File: config.mk
export PLATFORM = sky130hd
export DESIGN_NAME = ws2812_pixel_serializer_unit_flat
export DESIGN_NICKNAME = d
export VERILOG_FILES = /design/src/rtl/core/wps_pkg.sv /design/src/rtl/core/wps_ifs.sv /design/src/rtl/core/wps_lane.sv /design/src/rtl/core/wps_cfg.sv /design/src/rtl/core/wps_serializer.sv /design/src/rtl/core/ws2812_pixel_serializer_unit.sv /design/src/flat_wrapper.sv
export SDC_FILE = /design/constraint.sdc
export NUM_CORES = 1
export LEC_CHECK = 0
export ABC_CLOCK_PERIOD_IN_PS = 5350
export BUFFER_PORTS_ARGS = -buffer_cell sky130_fd_sc_hd__buf_2
export CAP_MARGIN = 5
export CORE_UTILIZATION = 60
export DETAILED_ROUTE_END_ITERATION = 12
export PLACE_DENSITY = 0.81
export SYNTH_ARGS = -nofsm -noshare
export SYNTH_HDL_FRONTEND = slang
export SYNTH_SLANG_ARGS = --single-unit
File: constraint.sdc
create_clock -name clk_i -period 5.35 [get_ports clk_i]
set_input_delay 0.2675 -clock clk_i [delete_from_list [all_inputs] [get_ports clk_i]]
set_output_delay 0.2675 -clock clk_i [all_outputs]
set_load 0.005 [all_outputs]
File: src/rtl/core/wps_pkg.sv
// Package for the pixel serializer: widths, register map, config struct.
// No dependencies.
`timescale 1ns / 1ps
`default_nettype none

package wps_pkg;

  localparam int unsigned ChanW        = 8;
  localparam int unsigned DutyW        = 8;
  localparam int unsigned RepW         = 10;
  localparam int unsigned BitsPerPixel = 24;
  localparam int unsigned IdxW         = 5;
  localparam int unsigned ProdW        = 2 * ChanW;
  localparam int unsigned AddrW        = 4;
  localparam int unsigned DataW        = 32;

  localparam logic [ChanW-1:0] BrightRst = 8'd255;
  localparam logic [DutyW-1:0] OneRst    = 8'd67;
  localparam logic [DutyW-1:0] ZeroRst   = 8'd34;
  localparam logic [RepW-1:0]  SlotsRst  = 10'd50;

  typedef enum logic [1:0] {
    REG_BRIGHT = 2'd0,
    REG_ONE    = 2'd1,
    REG_ZERO   = 2'd2,
    REG_SLOTS  = 2'd3
  } reg_idx_e;

  typedef struct packed {
    logic [ChanW-1:0] brightness;
    logic [DutyW-1:0] one_duty;
    logic [DutyW-1:0] zero_duty;
    logic [RepW-1:0]  reset_slots;
  } wps_cfg_t;

endpackage

`default_nettype wire

File: src/rtl/core/wps_ifs.sv
// Valid/ready channel interfaces: pixel input and PWM code output.
// Depends on: wps_pkg.
`timescale 1ns / 1ps
`default_nettype none

interface wps_pix_if;
  logic                      valid;
  logic                      ready;
  logic [wps_pkg::ChanW-1:0] red;
  logic [wps_pkg::ChanW-1:0] green;
  logic [wps_pkg::ChanW-1:0] blue;
  logic                      last_pixel;

  modport source (output valid, red, green, blue, last_pixel, input ready);
  modport sink   (input valid, red, green, blue, last_pixel, output ready);
endinterface

interface wps_res_if;
  logic                      valid;
  logic                      ready;
  logic [wps_pkg::DutyW-1:0] duty;
  logic [wps_pkg::RepW-1:0]  repeat_res;
  logic                      last;

  modport source (output valid, duty, repeat_res, last, input ready);
  modport sink   (input valid, duty, repeat_res, last, output ready);
endinterface

`default_nettype wire

File: src/rtl/core/wps_lane.sv
// One color lane: registered channel*brightness product, then /255.
// Depends on: wps_pkg.
`timescale 1ns / 1ps
`default_nettype none

module wps_lane (
  input  wire logic                      clk_i,
  input  wire logic                      en_i,
  input  wire logic [wps_pkg::ChanW-1:0] value_i,
  input  wire logic [wps_pkg::ChanW-1:0] bright_i,
  output logic      [wps_pkg::ChanW-1:0] scaled_o
);

  logic [wps_pkg::ProdW-1:0] prod_q;
  logic [wps_pkg::ProdW:0]   sum;

  always_ff @(posedge clk_i) begin
    if (en_i) begin
      prod_q <= value_i * bright_i;
    end
  end

  // floor(p/255) = (p + (p >> 8) + 1) >> 8, exact for 16-bit p up to 65534
  assign sum = {1'b0, prod_q}
             + (wps_pkg::ProdW+1)'(prod_q[wps_pkg::ProdW-1:wps_pkg::ChanW])
             + (wps_pkg::ProdW+1)'(1);
  assign scaled_o = sum[wps_pkg::ProdW-1:wps_pkg::ChanW];

endmodule

`default_nettype wire

File: src/rtl/core/wps_cfg.sv
// APB-style register file: brightness, duty codes, latch reset length.
// Depends on: wps_pkg.
`timescale 1ns / 1ps
`default_nettype none

module wps_cfg (
  input  wire logic                      clk_i,
  input  wire logic                      rst_ni,
  input  wire logic                      psel_i,
  input  wire logic                      penable_i,
  input  wire logic                      pwrite_i,
  input  wire logic [wps_pkg::AddrW-1:0] paddr_i,
  input  wire logic [wps_pkg::DataW-1:0] pwdata_i,
  output logic      [wps_pkg::DataW-1:0] prdata_o,
  output wps_pkg::wps_cfg_t              cfg_o
);

  wps_pkg::wps_cfg_t cfg_q, cfg_d;
  wps_pkg::reg_idx_e idx;
  logic              wr;

  assign idx = wps_pkg::reg_idx_e'(paddr_i[3:2]);
  assign wr  = psel_i && penable_i && pwrite_i;

  always_comb begin
    cfg_d = cfg_q;
    if (wr) begin
      unique case (idx)
        wps_pkg::REG_BRIGHT: cfg_d.brightness  = pwdata_i[wps_pkg::ChanW-1:0];
        wps_pkg::REG_ONE:    cfg_d.one_duty    = pwdata_i[wps_pkg::DutyW-1:0];
        wps_pkg::REG_ZERO:   cfg_d.zero_duty   = pwdata_i[wps_pkg::DutyW-1:0];
        wps_pkg::REG_SLOTS:  cfg_d.reset_slots = pwdata_i[wps_pkg::RepW-1:0];
        default: ;
      endcase
    end
  end

  always_comb begin
    unique case (idx)
      wps_pkg::REG_BRIGHT: prdata_o = wps_pkg::DataW'(cfg_q.brightness);
      wps_pkg::REG_ONE:    prdata_o = wps_pkg::DataW'(cfg_q.one_duty);
      wps_pkg::REG_ZERO:   prdata_o = wps_pkg::DataW'(cfg_q.zero_duty);
      wps_pkg::REG_SLOTS:  prdata_o = wps_pkg::DataW'(cfg_q.reset_slots);
      default:             prdata_o = '0;
    endcase
  end

  always_ff @(posedge clk_i or negedge rst_ni) begin
    if (!rst_ni) begin
      cfg_q.brightness  <= wps_pkg::BrightRst;
      cfg_q.one_duty    <= wps_pkg::OneRst;
      cfg_q.zero_duty   <= wps_pkg::ZeroRst;
      cfg_q.reset_slots <= wps_pkg::SlotsRst;
    end else begin
      cfg_q <= cfg_d;
    end
  end

  assign cfg_o = cfg_q;

endmodule

`default_nettype wire

File: src/rtl/core/wps_serializer.sv
// Merges the three lane results into a GRB word and shifts it out MSB first,
// one PWM code per cycle while the sink is ready, plus the latch reset code after a frame.
// Depends on: wps_pkg.
`timescale 1ns / 1ps
`default_nettype none

module wps_serializer (
  input  wire logic                      clk_i,
  input  wire logic                      rst_ni,
  input  wire logic                      in_valid_i,
  output logic                           in_ready_o,
  input  wire logic [wps_pkg::ChanW-1:0] red_i,
  input  wire logic [wps_pkg::ChanW-1:0] green_i,
  input  wire logic [wps_pkg::ChanW-1:0] blue_i,
  input  wire logic                      in_last_i,
  input  wire wps_pkg::wps_cfg_t         cfg_i,
  output logic                           out_valid_o,
  input  wire logic                      out_ready_i,
  output logic      [wps_pkg::DutyW-1:0] duty_o,
  output logic      [wps_pkg::RepW-1:0]  rep_o,
  output logic                           last_o
);

  localparam logic [wps_pkg::IdxW-1:0] LastData = wps_pkg::IdxW'(wps_pkg::BitsPerPixel - 1);
  localparam logic [wps_pkg::IdxW-1:0] ResetIdx = wps_pkg::IdxW'(wps_pkg::BitsPerPixel);

  logic [wps_pkg::BitsPerPixel-1:0] sh_q, sh_d;
  logic [wps_pkg::IdxW-1:0]         idx_q, idx_d;
  logic                             frm_q, frm_d;
  logic                             act_q, act_d;
  logic                             ov_q, ov_d;
  logic [wps_pkg::DutyW-1:0]        duty_q, duty_d;
  logic [wps_pkg::RepW-1:0]         rep_q, rep_d;
  logic                             lst_q, lst_d;
  logic                             slot_free, emit, is_data, fin, load;
  logic [wps_pkg::RepW-1:0]         slots_eff;

  assign slot_free  = !ov_q || out_ready_i;
  assign emit       = act_q && slot_free;
  assign is_data    = idx_q < ResetIdx;
  assign fin        = emit && ((idx_q == LastData && !frm_q) || idx_q == ResetIdx);
  assign in_ready_o = !act_q || fin;
  assign load       = in_valid_i && in_ready_o;
  // a latch reset lasts at least one period
  assign slots_eff  = (cfg_i.reset_slots == '0) ? wps_pkg::RepW'(1) : cfg_i.reset_slots;

  always_comb begin
    sh_d  = sh_q;
    idx_d = idx_q;
    frm_d = frm_q;
    act_d = act_q;
    if (load) begin
      sh_d  = {green_i, red_i, blue_i};
      idx_d = '0;
      frm_d = in_last_i;
      act_d = 1'b1;
    end else if (emit) begin
      sh_d  = {sh_q[wps_pkg::BitsPerPixel-2:0], 1'b0};
      idx_d = idx_q + wps_pkg::IdxW'(1);
      if (fin) begin
        act_d = 1'b0;
      end
    end
  end

  always_comb begin
    ov_d   = ov_q;
    duty_d = duty_q;
    rep_d  = rep_q;
    lst_d  = lst_q;
    if (emit) begin
      ov_d   = 1'b1;
      duty_d = !is_data ? '0 :
               (sh_q[wps_pkg::BitsPerPixel-1] ? cfg_i.one_duty : cfg_i.zero_duty);
      rep_d  = is_data ? wps_pkg::RepW'(1) : slots_eff;
      lst_d  = fin;
    end else if (out_ready_i) begin
      ov_d = 1'b0;
    end
  end

  always_ff @(posedge clk_i or negedge rst_ni) begin
    if (!rst_ni) begin
      act_q <= 1'b0;
      ov_q  <= 1'b0;
      idx_q <= '0;
    end else begin
      act_q <= act_d;
      ov_q  <= ov_d;
      idx_q <= idx_d;
    end
  end

  always_ff @(posedge clk_i) begin
    sh_q   <= sh_d;
    frm_q  <= frm_d;
    duty_q <= duty_d;
    rep_q  <= rep_d;
    lst_q  <= lst_d;
  end

  assign out_valid_o = ov_q;
  assign duty_o      = duty_q;
  assign rep_o       = rep_q;
  assign last_o      = lst_q;

endmodule

`default_nettype wire

File: src/rtl/core/ws2812_pixel_serializer_unit.sv
// Path: first PWM code of a pixel passes the product register, then the
//   serializer's shift register and its output register.
// Codes: 24 per pixel, 25 for the last pixel of a frame; the single output
//   register emits one code per cycle while the sink is ready.
// Reset: rst_ni is asynchronous, active low; pipeline empties and registers take
//   brightness 255, one code 67, zero code 34, latch reset 50 periods.
`timescale 1ns / 1ps
`default_nettype none

// Pixel to WS2812 PWM code stream.
// Depends on: wps_pkg, wps_ifs, wps_lane, wps_cfg, wps_serializer.
module ws2812_pixel_serializer_unit (
  input  wire logic                      clk_i,
  input  wire logic                      rst_ni,
  wps_pix_if.sink                        pix_i,
  wps_res_if.source                      res_o,
  input  wire logic                      psel,
  input  wire logic                      penable,
  input  wire logic                      pwrite,
  input  wire logic [wps_pkg::AddrW-1:0] paddr,
  input  wire logic [wps_pkg::DataW-1:0] pwdata,
  output logic      [wps_pkg::DataW-1:0] prdata,
  output logic                           pready
);

  wps_pkg::wps_cfg_t         cfg;
  logic                      pix_xfer;
  logic                      s1_valid_q, s1_valid_d;
  logic                      s1_last_q;
  logic                      ser_ready;
  logic [wps_pkg::ChanW-1:0] red_s, green_s, blue_s;

  // Register file; writes complete in the access phase, never stalled.
  assign pready = 1'b1;

  wps_cfg u_cfg (
    .clk_i     (clk_i),
    .rst_ni    (rst_ni),
    .psel_i    (psel),
    .penable_i (penable),
    .pwrite_i  (pwrite),
    .paddr_i   (paddr),
    .pwdata_i  (pwdata),
    .prdata_o  (prdata),
    .cfg_o     (cfg)
  );

  // Stage 1: three lanes capture channel*brightness. The stage holds one pixel
  // and is freed as soon as the serializer takes it, so a new pixel can enter
  // while the previous one is still being shifted out.
  assign pix_i.ready = !s1_valid_q || ser_ready;
  assign pix_xfer    = pix_i.valid && pix_i.ready;

  always_comb begin
    s1_valid_d = s1_valid_q;
    if (pix_xfer) begin
      s1_valid_d = 1'b1;
    end else if (ser_ready) begin
      s1_valid_d = 1'b0;
    end
  end

  always_ff @(posedge clk_i or negedge rst_ni) begin
    if (!rst_ni) begin
      s1_valid_q <= 1'b0;
    end else begin
      s1_valid_q <= s1_valid_d;
    end
  end

  always_ff @(posedge clk_i) begin
    if (pix_xfer) begin
      s1_last_q <= pix_i.last_pixel;
    end
  end

  wps_lane u_lane_r (
    .clk_i    (clk_i),
    .en_i     (pix_xfer),
    .value_i  (pix_i.red),
    .bright_i (cfg.brightness),
    .scaled_o (red_s)
  );

  wps_lane u_lane_g (
    .clk_i    (clk_i),
    .en_i     (pix_xfer),
    .value_i  (pix_i.green),
    .bright_i (cfg.brightness),
    .scaled_o (green_s)
  );

  wps_lane u_lane_b (
    .clk_i    (clk_i),
    .en_i     (pix_xfer),
    .value_i  (pix_i.blue),
    .bright_i (cfg.brightness),
    .scaled_o (blue_s)
  );

  // Merge: GRB word into the shifter; the output register decouples the sink.
  wps_serializer u_ser (
    .clk_i       (clk_i),
    .rst_ni      (rst_ni),
    .in_valid_i  (s1_valid_q),
    .in_ready_o  (ser_ready),
    .red_i       (red_s),
    .green_i     (green_s),
    .blue_i      (blue_s),
    .in_last_i   (s1_last_q),
    .cfg_i       (cfg),
    .out_valid_o (res_o.valid),
    .out_ready_i (res_o.ready),
    .duty_o      (res_o.duty),
    .rep_o       (res_o.repeat_res),
    .last_o      (res_o.last)
  );

endmodule

`default_nettype wire

File: src/flat_wrapper.sv
// flat-port wrapper written by rule: the top's interface ports become plain ports
module ws2812_pixel_serializer_unit_flat 
  (clk_i, rst_ni, psel, penable, pwrite, paddr, pwdata, prdata, pready, pix_i_valid, pix_i_red, pix_i_green, pix_i_blue, pix_i_last_pixel, pix_i_ready, res_o_valid, res_o_duty, res_o_repeat_res, res_o_last, res_o_ready);
  wps_pix_if pix_i_i ();
  wps_res_if res_o_i ();
  input  wire logic clk_i;
  input  wire logic rst_ni;
  input  wire logic psel;
  input  wire logic penable;
  input  wire logic pwrite;
  input  wire logic [wps_pkg::AddrW-1:0] paddr;
  input  wire logic [wps_pkg::DataW-1:0] pwdata;
  output logic      [wps_pkg::DataW-1:0] prdata;
  output logic pready;
  input wire logic [$bits(pix_i_i.valid)-1:0] pix_i_valid;
  input wire logic [$bits(pix_i_i.red)-1:0] pix_i_red;
  input wire logic [$bits(pix_i_i.green)-1:0] pix_i_green;
  input wire logic [$bits(pix_i_i.blue)-1:0] pix_i_blue;
  input wire logic [$bits(pix_i_i.last_pixel)-1:0] pix_i_last_pixel;
  output wire logic [$bits(pix_i_i.ready)-1:0] pix_i_ready;
  output wire logic [$bits(res_o_i.valid)-1:0] res_o_valid;
  output wire logic [$bits(res_o_i.duty)-1:0] res_o_duty;
  output wire logic [$bits(res_o_i.repeat_res)-1:0] res_o_repeat_res;
  output wire logic [$bits(res_o_i.last)-1:0] res_o_last;
  input wire logic [$bits(res_o_i.ready)-1:0] res_o_ready;
  assign pix_i_i.valid = pix_i_valid;
  assign pix_i_i.red = pix_i_red;
  assign pix_i_i.green = pix_i_green;
  assign pix_i_i.blue = pix_i_blue;
  assign pix_i_i.last_pixel = pix_i_last_pixel;
  assign pix_i_ready = pix_i_i.ready;
  assign res_o_valid = res_o_i.valid;
  assign res_o_duty = res_o_i.duty;
  assign res_o_repeat_res = res_o_i.repeat_res;
  assign res_o_last = res_o_i.last;
  assign res_o_i.ready = res_o_ready;
  ws2812_pixel_serializer_unit u_core (.clk_i(clk_i), .rst_ni(rst_ni), .pix_i(pix_i_i), .res_o(res_o_i), .psel(psel), .penable(penable), .pwrite(pwrite), .paddr(paddr), .pwdata(pwdata), .prdata(prdata), .pready(pready));
endmodule
## Word level (Yosys, flattened, before mapping)

Cells that the tools add are included.
W data, S select, Z words.

- Bits in registers: 135
- Bits in latches: 0
- RAM bits: 0
- Memory bits (read-only): 0
- Word-level logic and storage cells: 73
- Memories: 0

- $add $sub $neg: 7
- Multiply operators: 3
- Div/mod/pow operators: 0
- Magnitude comparators: 1
- Equality and inequality tests: 5
- Shifts and indexed selects: 0
- Multiplexer cells: 13
- Bitwise operators: 0
- Reduce and logical (&&, ||, !) cells: 27

Operators with widths:

| operator | number |
|---|---|
| $pmux W32 S4 | 1 |
| $add A16 B1 Y16 const B | 3 |
| $add A16 B8 Y16 | 3 |
| $mul A8 B8 Y16 | 3 |
| $mux W24 | 2 |
| $eq A5 B5 Y1 const B | 2 |
| $logic_not A10 Y1 | 1 |
| $mux W5 | 2 |
| $reduce_and A2 Y1 | 5 |
| $mux W8 | 1 |
| $reduce_bool A2 Y1 | 4 |
| $logic_and A1 B1 Y1 | 7 |
| $mux W1 | 7 |
| $add A5 B1 Y5 const B | 1 |
| $lt A5 B5 Y1 const B | 1 |
| $eq A2 B2 Y1 const B | 2 |
| $logic_not A1 Y1 | 4 |
| $logic_or A1 B1 Y1 | 4 |
| $eq A2 B1 Y1 const B | 1 |
| $logic_not A2 Y1 | 1 |
| $reduce_or A2 Y1 | 1 |

## Depth between registers and ports, before layout

Gate-level depths: netlist of run 1.

- Depth after elaboration: 8
- Depth in mapped cells: 17
- Mapped depth without buffers: 16

## Cells and area by module

From an unflattened synthesis of run 1, not the netlist that was laid out.

- Cell total of the unflattened synthesis: 1,317
- Area total of the unflattened synthesis: 13,550.5 um^2

Modules (own cells, without submodules):

| module | instances | cells each | area each (um^2) | sequential area each (um^2) |
|---|---|---|---|---|
| wps_lane at u_core.u_lane_r | 1 | 314 | 2,970.3 | 480.5 |
| wps_lane at u_core.u_lane_b | 1 | 308 | 2,969.1 | 480.5 |
| wps_lane at u_core.u_lane_g | 1 | 308 | 2,952.8 | 480.5 |
| wps_serializer | 1 | 270 | 2,846.5 | 1,496.4 |
| wps_cfg | 1 | 110 | 1,716.6 | 870.8 |
| ws2812_pixel_serializer_unit | 1 | 7 | 95.1 | 55.1 |

## Worst setup path after synthesis of run 1

OpenSTA, ideal clock, no wires.

- Path type: register to register
- Start: register u_core.u_cfg.cfg_q, in the netlist u_core.u_cfg.cfg_o[31]
- End: register u_core.u_lane_r.prod_q[15] (netlist bit) (data pin)
- Library setup time: 0.260 ns
- Arrival: 4.221 ns
- Required time: 5.090 ns
- Path slack: 0.869 ns
- Cell stages (with the launch flop): 15
- Buffers on the path: 1
- Period minus slack after synthesis: 4.481 ns
- Cells stage by stage: dfstp_2 clkbuf_1 nand2_1 fa_1 fa_1 fa_1 fa_1 inv_1 ha_1 or2_2 a21oi_1 a21oi_1 a211oi_1 a21oi_1 xnor2_1

- Longest elaborated chain between the ends: 1

RTL lines:

| what | RTL line | RTL |
|---|---|---|
| start, declared | wps_cfg.sv:18 | `wps_pkg::wps_cfg_t cfg_q, cfg_d;` |
| start signal, assigned | wps_cfg.sv:55 | `cfg_q <= cfg_d;` |
| $mul A8 B8 Y16 | wps_lane.sv:19 | `prod_q <= value_i * bright_i;` |
| end signal, assigned | wps_lane.sv:19 |  |
| end, declared | wps_lane.sv:14 | `logic [wps_pkg::ProdW-1:0] prod_q;` |

No other way between the ends.
A chain may end at the register's enable or synchronous reset.

## Final worst setup path of run 1

- Start: register u_core.u_cfg.cfg_q, in the netlist u_core.u_cfg.cfg_o[28]
- End: register u_core.u_lane_r.prod_q[15] (netlist bit) (data pin)

Same word-level chain as after synthesis.

==> summary.md, run 1 <==
| Metric | Value |
|---|---|
| Fin area | 13700 µm² |
| Peak VDD IR | 0.000326 V |
| R2r setup slk | 570 ps |
| Register area | 3860 µm² |
| Count of cell types in the netlist | 64 |
| CTS Buf Count | 17 |
| Busiest grt layer | met2 |
| Resize count post-CTS | 0 |
| CP Max Fanout | 26 |
| Setup-failing EPs final | 0 |
| CTS Root Cell | clkbuf_16 |
| Worst Path Arrival | 4950 ps |
| Avg Cell Area, Syn | 10.5 µm² |
| PD cells | 516 nW/µm² |
| Critical path, cell by cell | and2_1 -> fa_1 -> inv_1 -> fa_1 -> fa_1 -> fa_1 -> inv_1 -> ha_1 -> or2_2 -> a21oi_1 -> a21oi_1 -> a211oi_1 -> a21oi_1 -> xnor2_1 |
| Die W | 146 µm |
| Reg-to-Reg End | u_core.u_lane_r.prod_q[15] |
| Buffer and inverter count on the worst path | 2 |
| CTS Buffer Depth | 2 |
| Final hold vios | 8 |
| CTS Sinks | 135 |
| Routed vias | 8557 |
| Internal | 4120 µW |
| Reg2reg path depth | 14 |
| Layout area overhead | 9.46% |
| Grt ovf | 0 |
| Setup slack after layout | 573 ps |
| H-Tree Depth | 4 |
| # diodes | 0 |
| Ratio of cells with drive above 1 in the final layout | 0.150 |
| Dpl ws | 611 ps |
| Logic pwr share | 0.583 |
| Starting Density | 0.615 |
| Number of synthesized flops with an enable pin | 93 |
| Setup TNS | 0 ps |
| IO buf count | 74 |
| Worst reg2reg startpoint | u_core.u_cfg.cfg_o[28] |
| Cell count after placement | 1516 |
| Leakage | 0.00651 µW |
| Finished Layout Cells | 1548 |
| Failing checks | hold timing |
| CP dominant cell by count | fa_1 |
| Fmax | 209 MHz |
| GPL Wtd Cong | 0.840 |
| Worst hold-check path type | in2async |
| CP max stage cell | dfstp_2 |
| First-pass GRT wire length | 42600 µm |
| Placed Area | 13100 µm² |
| Clock Latency Late Sink | 420 ps |
| Die Area | 21500 µm² |
| Most frequent cells in the layout | inv_1 (169), and2_1 (161), ha_1 (131) |
| Hold buffers post-CTS | 0 |
| Die Y-Extent | 146 µm |
| Fillers | 1528 |
| RSZ-0062 raised after global routing | false |
| 1st-iter DRT viols | 465 |
| Final Skew | 7.92 ps |
| Drt pass-1 iters | 5 |
| Drt drc | 0 |
| Commonest non-fill, non-tap cell in the layout | inv_1 |
| NumNets Final | 1572 |
| CP startpoint kind | register |
| Synth Register Bits | 135 |
| Actual slew at the worst max-slew pin | 1210 ps |
| Vias per inst | 5.53 |
| Number of global-route vias before repair | 8897 |
| Kind of critical path | reg2reg |
| Max cap viols | 0 |
| Fin crit share | 0.893 |
| Post-Syn Area | 12500 µm² |
| Switch share | 0.418 |
| Flop pwr share | 0.246 |
| Slew HR | 0.192 |
| Synthesis Warnings | 0 |
| Number of setup buffers added after CTS | 0 |
| Critical Path Max Stage Delay | 860 ps |
| Worst Path Required | 5520 ps |
| Clock power share | 0.171 |
| Worst Hold Slack | -15.3 ps |
| Num ports | 122 |
| Crit path max-delay family | adder cells |
| Ys async rst share | 0.311 |
| Detail Placement HPWL | 19200 µm |
| Post-synthesis sequential area ratio | 0.308 |
| Met1 usage | 0.309 |
| CTS tree | built |
| Post-route ant nets | 0 |
| Met3 Use GR | 0.0388 |
| Final min period | 4780 ps |
| Status | finished, violations left |
| Final Max Tran Viols | 0 |
| Routed len/inst | 16.1 µm |
| Worst-path clk slew | 60 ps |
| Synth Instances | 1193 |
| M2 GR Usage | 0.449 |
| Largest net degree at the start of global routing | 50 |
| Site row count | 52 |
| GR Util All Layers | 0.249 |
| Nature of the critical path endpoint | register |
| Switching pwr | 2960 µW |
| Main synth FF type | edfxtp_1 |
| Multi-input logic area | 7810 µm² |
| Initial antenna violation count | 0 |
| Total Wirelength | 24900 µm |
| Core ar. | 20400 µm² |
worst max path at each step:
stage | start | end | slack, ps | cells past startpoint
6_report | u_core.u_cfg.cfg_o[28] | u_core.u_lane_r.prod_q[15] | 570 | 14
5_1_grt | u_core.u_cfg.cfg_o[28] | u_core.u_lane_r.prod_q[15] | 330 | 14
4_1_cts | u_core.u_cfg.cfg_o[28] | u_core.u_lane_r.prod_q[15] | 590 | 14
3_5_place_dp | u_core.u_cfg.cfg_o[28] | u_core.u_lane_r.prod_q[15] | 610 | 14
3_3_place_gp | u_core.u_cfg.cfg_o[28] | u_core.u_lane_r.prod_q[15] | 700 | 14
2_1_floorplan | u_core.u_cfg.cfg_o[31] | u_core.u_lane_r.prod_q[15] | 870 | 14
stage by stage:
step | power [µW] | util
after floorplan | 4960 | -
after global placement | 5670 | 0.643
after detailed placement | 5850 | 0.643
after CTS | 7110 | 0.673
after global routing | 7790 | 0.673
final | 7080 | 0.673
area by class of cell:
class / instances / share of cell area
Timing Repair Buffer: 84 / 0.0325
Clock buffer: 18 / 0.0328
Clock inverter: 14 / 0.0123
Multi-Input combinational cell: 857 / 0.569
Tap cell: 270 / 0.0246
Sequential cell: 135 / 0.282
Inverter: 170 / 0.0465
cells by family (layout without fill, tap and decap cells):
kind of cell	Yosys count	after routing	share of synthesized area
adders and majority gates	239	239	0.303
muxes	52	52	0.0529
other	2	23	0.000600
xor gates and xnor gates	53	53	0.0371
and+or+nand+nor	369	369	0.157
buffers and inverters	222	286	0.0747
DFF	135	135	0.308
AOI/OAI and AO/OA	121	121	0.0662
cell usage after synthesis, types with 3 or more instances:
library cell,instances,area share
inv_1,169,0.051
and2_1,162,0.081
ha_1,131,0.13
fa_1,108,0.17
edfxtp_1,93,0.22
nand2_1,88,0.026
nor2_1,47,0.014
xnor2_1,41,0.029
mux2_2,34,0.031
dfrtp_1,26,0.052
buf_4,24,0.014
clkbuf_1,23,0.0069
a21oi_1,21,0.0084
o21ai_1,19,0.0076
o21ai_0,18,0.0072
dfstp_2,16,0.034
nor3_1,14,0.0056
xor2_1,12,0.0084
and3_1,11,0.0055
mux2i_1,10,0.0080
nand3_1,9,0.0036
a211oi_1,8,0.0048
mux4_2,8,0.014
a21o_1,7,0.0042
o211ai_1,7,0.0042
o31ai_1,7,0.0042
nand2b_1,6,0.0030
nand4_1,6,0.0030
nor4_1,6,0.0030
nor2b_1,5,0.0025
o21a_1,5,0.0030
or3_1,5,0.0025
buf_2,4,0.0016
a211o_1,3,0.0021
o21ai_2,3,0.0021
per-layer routing:
metal	wire length [µm]	vias to the layer above	part of all wire
met2	13000	195	0.52
met5	0	-	0
met3	1010	37	0.041
li1	-	4062	-
met4	366	0	0.015
met1	10500	4263	0.42
registers in the layout (all words and copies together) (netlist names):
register                  flops
u_core.u_cfg.cfg_o           34
u_core.u_ser.sh_q            24
u_core.u_lane_b.prod_q       16
u_core.u_lane_g.prod_q       16
u_core.u_lane_r.prod_q       16
u_core.u_ser.rep_o           10
u_core.u_ser.duty_o           8
u_core.u_ser.idx_q            5
u_core.s1_last_q              1
u_core.s1_valid_q             1
u_core.u_ser.act_q            1
u_core.u_ser.frm_q            1
u_core.u_ser.last_o           1
u_core.u_ser.out_valid_o      1
power by group through the flow:
stage | clock, µW | combinational [µW] | sequential [µW]
floorplan | 0 | 3320 | 1630
global placement | 0 | 3930 | 1740
detailed placement | 0 | 4100 | 1750
CTS | 1220 | 4150 | 1740
global route | 1270 | 4760 | 1760
finish | 1210 | 4130 | 1740
No activity file was read; power rests on OpenSTA's default activity.
==> inputs of run 2 (changes only) <==
RECOVER_POWER = 25   (was unset)
==> summary.md, run 2 (synthesized netlist as in run 1, its figures left out) <==
| Metric | Value |
|---|---|
| CTS tree | built |
| Num ports | 122 (unchanged) |
| Register area | 3860 µm² (unchanged) |
| CTS Sinks | 135 (unchanged) |
| Worst Path Required | 5520 ps (about the same) |
| Number of setup buffers added after CTS | 0 (unchanged) |
| Kind of critical path | reg2reg |
| Detail Placement HPWL | 19200 µm (unchanged) |
| Site row count | 52 (unchanged) |
| Die Y-Extent | 146 µm (unchanged) |
| CP dominant cell by count | fa_1 |
| Number of global-route vias before repair | 8897 (unchanged) |
| RSZ-0062 raised after global routing | false |
| Setup-failing EPs final | 0 (unchanged) |
| CP Max Fanout | 26 (unchanged) |
| Slew HR | -0.511 (-0.702) |
| GPL Wtd Cong | 0.840 (unchanged) |
| Core ar. | 20400 µm² (unchanged) |
| H-Tree Depth | 4 (unchanged) |
| Die W | 146 µm (unchanged) |
| Peak VDD IR | 0.000327 V (+0.22%) |
| Final Max Tran Viols | 43 (+43) |
| Status | finished, violations left |
| Critical path, cell by cell | and2_1 -> fa_1 -> inv_1 -> fa_1 -> fa_1 -> fa_1 -> inv_1 -> ha_1 -> or2_2 -> a21oi_1 -> a21oi_1 -> a211oi_1 -> a21oi_1 -> xnor2_1 |
| Vias per inst | 5.54 (+0.15%) |
| Final min period | 4770 ps (-7.46 ps) |
| Fmax | 210 MHz (+0.16%) |
| Worst hold-check path type | in2reg |
| Fin crit share | 0.892 (-0.00140) |
| Post-route ant nets | 0 (unchanged) |
| First-pass GRT wire length | 42600 µm (unchanged) |
| CP startpoint kind | register |
| Resize count post-CTS | 0 (unchanged) |
| Routed vias | 8570 (+0.15%) |
| CTS Root Cell | clkbuf_16 |
| Final Skew | 7.94 ps (+0.0177 ps) |
| CP max stage cell | dfstp_2 |
| CTS Buf Count | 17 (unchanged) |
| GR Util All Layers | 0.249 (unchanged) |
| Fillers | 1530 (+0.13%) |
| Worst-path clk slew | 60 ps (about the same) |
| Worst Hold Slack | 31.6 ps (+46.9 ps) |
| Ratio of cells with drive above 1 in the final layout | 0.143 (-0.00704) |
| Worst Path Arrival | 4940 ps (about the same) |
| Clock Latency Late Sink | 420 ps (about the same) |
| Most frequent cells in the layout | inv_1 (169), and2_1 (161), ha_1 (131) |
| Failing checks | capacitance limit, slew limit |
| Hold buffers post-CTS | 0 (unchanged) |
| Total Wirelength | 24900 µm (about the same) |
| Nature of the critical path endpoint | register |
| Routed len/inst | 16.1 µm (about the same) |
| Commonest non-fill, non-tap cell in the layout | inv_1 |
| Starting Density | 0.615 (unchanged) |
| Critical Path Max Stage Delay | 860 ps (about the same) |
| Max FFs per register | 34 (unchanged) |
| CTS Buffer Depth | 2 (unchanged) |
| 1st-iter DRT viols | 483 (+3.9%) |
| Initial antenna violation count | 0 (unchanged) |
| Drt drc | 0 (unchanged) |
| Leakage | 0.00649 µW (-0.33%) |
| Grt ovf | 0 (unchanged) |
| NumNets Final | 1572 (unchanged) |
| Max cap viols | 1 (+1) |
| Final hold vios | 0 (-8) |
| Die Area | 21500 µm² (unchanged) |
| PD cells | 516 nW/µm² (about the same) |
| Layout area overhead | 9.39% (about the same) |
| Largest net degree at the start of global routing | 50 (unchanged) |
| Setup TNS | 0 ps (unchanged) |
| Multi-input logic area | 7810 µm² (unchanged) |
| Actual slew at the worst max-slew pin | 2270 ps (+1050 ps) |
| Drt pass-1 iters | 6 (+1) |
| # diodes | 0 (unchanged) |
| IO buf count | 74 (unchanged) |
-- run 2: worst max-delay path: cells and delay by family, from the launching register on --
family	cells	cell delay, ps
AOI/OAI and AO/OA	4	740
DFF	1	860
buffers and inverters	2	130
and+or+nand+nor	2	560
xor gates and xnor gates	1	150
adders and majority gates	5	2060
-- run 2: metal layers --
layer,vias to the layer above,GRT usage,wire (µm)
met2,202,0.449,13000
met5,-,0,0
met4,0,0.0724,406
met3,47,0.0388,963
li1,4064,-,-
met1,4257,0.309,10500
-- run 2: area by class of cell --
type	instances	area share
Multi-Input combinational cell	857	0.570
Inverter	170	0.0466
Clock buffer	18	0.0329
Sequential cell	135	0.282
Clock inverter	14	0.0123
Tap cell	270	0.0247
Timing Repair Buffer	84	0.0319
-- run 2: worst paths after layout --
check	start	to	slack [ps]	depth (start not counted)
max	u_core.u_cfg.cfg_o[28]	u_core.u_lane_r.prod_q[15]	580	14
min	pix_i_last_pixel	u_core.s1_last_q	30	1
max reg2reg	u_core.u_cfg.cfg_o[28]	u_core.u_lane_r.prod_q[15]	580	14
min reg2reg	u_core.s1_last_q	u_core.u_ser.frm_q	430	0
max in group asynchronous	rst_ni	u_core.u_cfg.cfg_o[12]	3540	1
min in group asynchronous	rst_ni	u_core.u_ser.idx_q[4]	510	1
-- run 2: metrics by stage --
stage / instances / cell area (µm²) / utilization / power (µW) / setup slack, ps
6_report: 1548 / 13700 / 0.673 / 7070 / 580
2_1_floorplan: 1214 / 12600 / - / 4960 / 869
3_3_place_gp: 1516 / 13100 / 0.643 / 5670 / 696
5_1_grt: 1548 / 13700 / 0.673 / 7790 / 333
3_5_place_dp: 1516 / 13100 / 0.643 / 5850 / 611
4_1_cts: 1548 / 13700 / 0.673 / 7110 / 587
-- run 2: power by group --
| group | total [µW] | switching [µW] | internal (µW) |
|---|---|---|---|
| sequential | 1740 | 201 | 1540 |
| combinational | 4120 | 2240 | 1880 |
| clock | 1210 | 508 | 700 |
| total | 7070 | 2950 | 4120 |
==> inputs of run 3 (changes only) <==
PLACE_DENSITY = 0.86   (was 0.81)
==> summary.md, run 3 (synthesized netlist as in run 1, its figures left out) <==
| Metric | Value |
|---|---|
| Status | finished, violations left |
| Failing checks | capacitance limit, slew limit |
| PD cells | 516 nW/µm² (about the same) |
| Logic pwr share | 0.586 (+0.003) |
| Flop pwr share | 0.250 (+0.004) |
| Reg-to-Reg End | u_core.u_lane_r.prod_q[15] |
| Final Max Tran Viols | 43 (unchanged) |
| CTS Sinks | 135 (unchanged) |
| Post-route ant nets | 0 (unchanged) |
| First-pass GRT wire length | 42700 µm (+0.15%) |
| Die Y-Extent | 146 µm (unchanged) |
| Most frequent cells in the layout | inv_1 (169), and2_1 (160), ha_1 (131) |
| Number of setup buffers added after CTS | 0 (unchanged) |
| Actual slew at the worst max-slew pin | 2240 ps (-26.6 ps) |
| CP Max Fanout | 26 (unchanged) |
| Cell count after placement | 1513 (-0.20%) |
| Worst hold-check path type | in2reg |
| Routed len/inst | 16.1 µm (+0.32%) |
| Placed Area | 13100 µm² (-0.17%) |
| CTS Buffer Depth | 2 (unchanged) |
| Vias per inst | 5.65 (+2.1%) |
| Ratio of cells with drive above 1 in the final layout | 0.135 (-0.00850) |
| Worst reg2reg startpoint | u_core.u_cfg.cfg_o[28] |
| Setup TNS | 0 ps (unchanged) |
| Number of global-route vias before repair | 9089 (+2.2%) |
| Layout area overhead | 9.11% |
| Kind of critical path | reg2reg |
| Largest net degree at the start of global routing | 50 (unchanged) |
| Site row count | 52 (unchanged) |
| R2r setup slk | 550 ps (-30 ps) |
| Fin crit share | 0.897 (+0.00579) |
| CP startpoint kind | register |
| Post-Route Utilization | 0.671 (-0.00172) |
| CTS Root Cell | clkbuf_16 |
| 1st-iter DRT viols | 528 (+9.3%) |
| Drt pass-1 iters | 5 (-1) |
| Final Skew | 15.3 ps (+7.33 ps) |
| Drt drc | 0 (unchanged) |
| Clock power share | 0.164 (-0.007) |
| IO buf count | 74 (unchanged) |
| Fin area | 13700 µm² (-0.26%) |
| Routed vias | 8746 (+2.1%) |
| RSZ-0062 raised after global routing | false |
| Hold depth | 2 (+1) |
| Max cap viols | 1 (unchanged) |
| GR Util All Layers | 0.250 (+0.000756) |
| Switch share | 0.427 (+0.00903) |
| Die W | 146 µm (unchanged) |
| Grt ovf | 0 (unchanged) |
| Finished Layout Cells | 1547 (-0.065%) |
| CTS Buf Count | 17 (unchanged) |
| Internal | 4040 µW (-1.9%) |
| CTS tree | built |
| Worst Path Arrival | 4980 ps (+40 ps) |
| Worst Path Required | 5530 ps (about the same) |
| # diodes | 0 (unchanged) |
| Leakage | 0.00645 µW (-0.61%) |
| Final hold vios | 0 (unchanged) |
| Clock Latency Late Sink | 440 ps (+20 ps) |
| Commonest non-fill, non-tap cell in the layout | inv_1 |
| NumNets Final | 1571 (-0.064%) |
| Core ar. | 20400 µm² (unchanged) |
| Starting Density | 0.615 (unchanged) |
| Initial antenna violation count | 0 (unchanged) |
| Peak VDD IR | 0.000352 V (+7.8%) |
| Total Wirelength | 25000 µm (+0.25%) |
| Reg2reg path depth | 14 (unchanged) |
| Setup-failing EPs final | 0 (unchanged) |
| Slew HR | -0.493 (+0.0177) |
| Max FFs per register | 34 (unchanged) |
| Nature of the critical path endpoint | register |
| Worst-path clk slew | 70 ps (about the same) |
| Num ports | 122 (unchanged) |
| Final min period | 4800 ps (+31.0 ps) |
| Fmax | 208 MHz (-0.65%) |
| Switching pwr | 3010 µW (+1.8%) |
| H-Tree Depth | 4 (unchanged) |
| Hold Crit Start | pix_i_valid |
| Die Area | 21500 µm² (unchanged) |
| Detail Placement HPWL | 18700 µm (-2.2%) |
| Min-Delay Endpoint | u_core.s1_valid_q |
| GPL Wtd Cong | 0.822 (-2.2%) |
## run 3: power groups by stage
stage | combinational (µW) | sequential [µW] | clock (µW)
after floorplan | 3320 | 1630 | 0
after CTS | 4150 | 1750 | 1180
after global routing | 4740 | 1780 | 1210
final | 4130 | 1760 | 1160
after global placement | 3890 | 1760 | 0
after detailed placement | 4080 | 1770 | 0
## run 3: worst max-delay path, stage by stage, from the launching register on
cell	delay (ps)
dfstp_2	920
and2_1	250
fa_1	390
inv_1	90
fa_1	400
fa_1	460
fa_1	490
inv_1	40
ha_1	310
or2_2	330
a21oi_1	160
a21oi_1	70
a211oi_1	360
a21oi_1	140
xnor2_1	150
## run 3: cell type report
type / instances / area, µm²
clock buffer: 17 / 425
multi-input combinational: 857 / 7800
timing repair buffer: 83 / 428
clock inverter: 15 / 173
fill: 1458 / 6700
tap: 270 / 338
inverter: 170 / 638
sequential: 135 / 3860
## run 3: what timing repair did
action	in CTS	in global routing
gates resized for setup	0	0
endpoints found under the hold margin	7	0
hold buffers	2	0
## run 3: per-stage QoR
step           hold slack [ps]  worst slack, ps  power [µW]
4_1_cts                   13.1              613        7080
3_5_place_dp               413              616        5860
5_1_grt                   39.0              368        7740
3_3_place_gp               411              686        5650
2_1_floorplan            -28.1              869        4960
6_report                  38.6              549        7050
## run 3: layer usage
layer	part of all wire	vias up	track usage
li1	-	4068	-
met1	0.41	4356	0.297
met2	0.52	266	0.446
met3	0.051	56	0.0438
met4	0.026	0	0.107
met5	0	-	0
## run 3: worst max-delay path by stage
| stage | from | to | slack, ps | cells after the start |
|---|---|---|---|---|
| after floorplan | u_core.u_cfg.cfg_o[31] | u_core.u_lane_r.prod_q[15] | 870 | 14 |
| after CTS | u_core.u_cfg.cfg_o[28] | u_core.u_lane_r.prod_q[15] | 610 | 15 |
| final | u_core.u_cfg.cfg_o[28] | u_core.u_lane_r.prod_q[15] | 550 | 14 |
| after global routing | u_core.u_cfg.cfg_o[28] | u_core.u_lane_r.prod_q[15] | 370 | 15 |
| after global placement | u_core.u_cfg.cfg_o[28] | u_core.u_lane_r.prod_q[15] | 690 | 14 |
| after detailed placement | u_core.u_cfg.cfg_o[28] | u_core.u_lane_r.prod_q[15] | 620 | 14 |
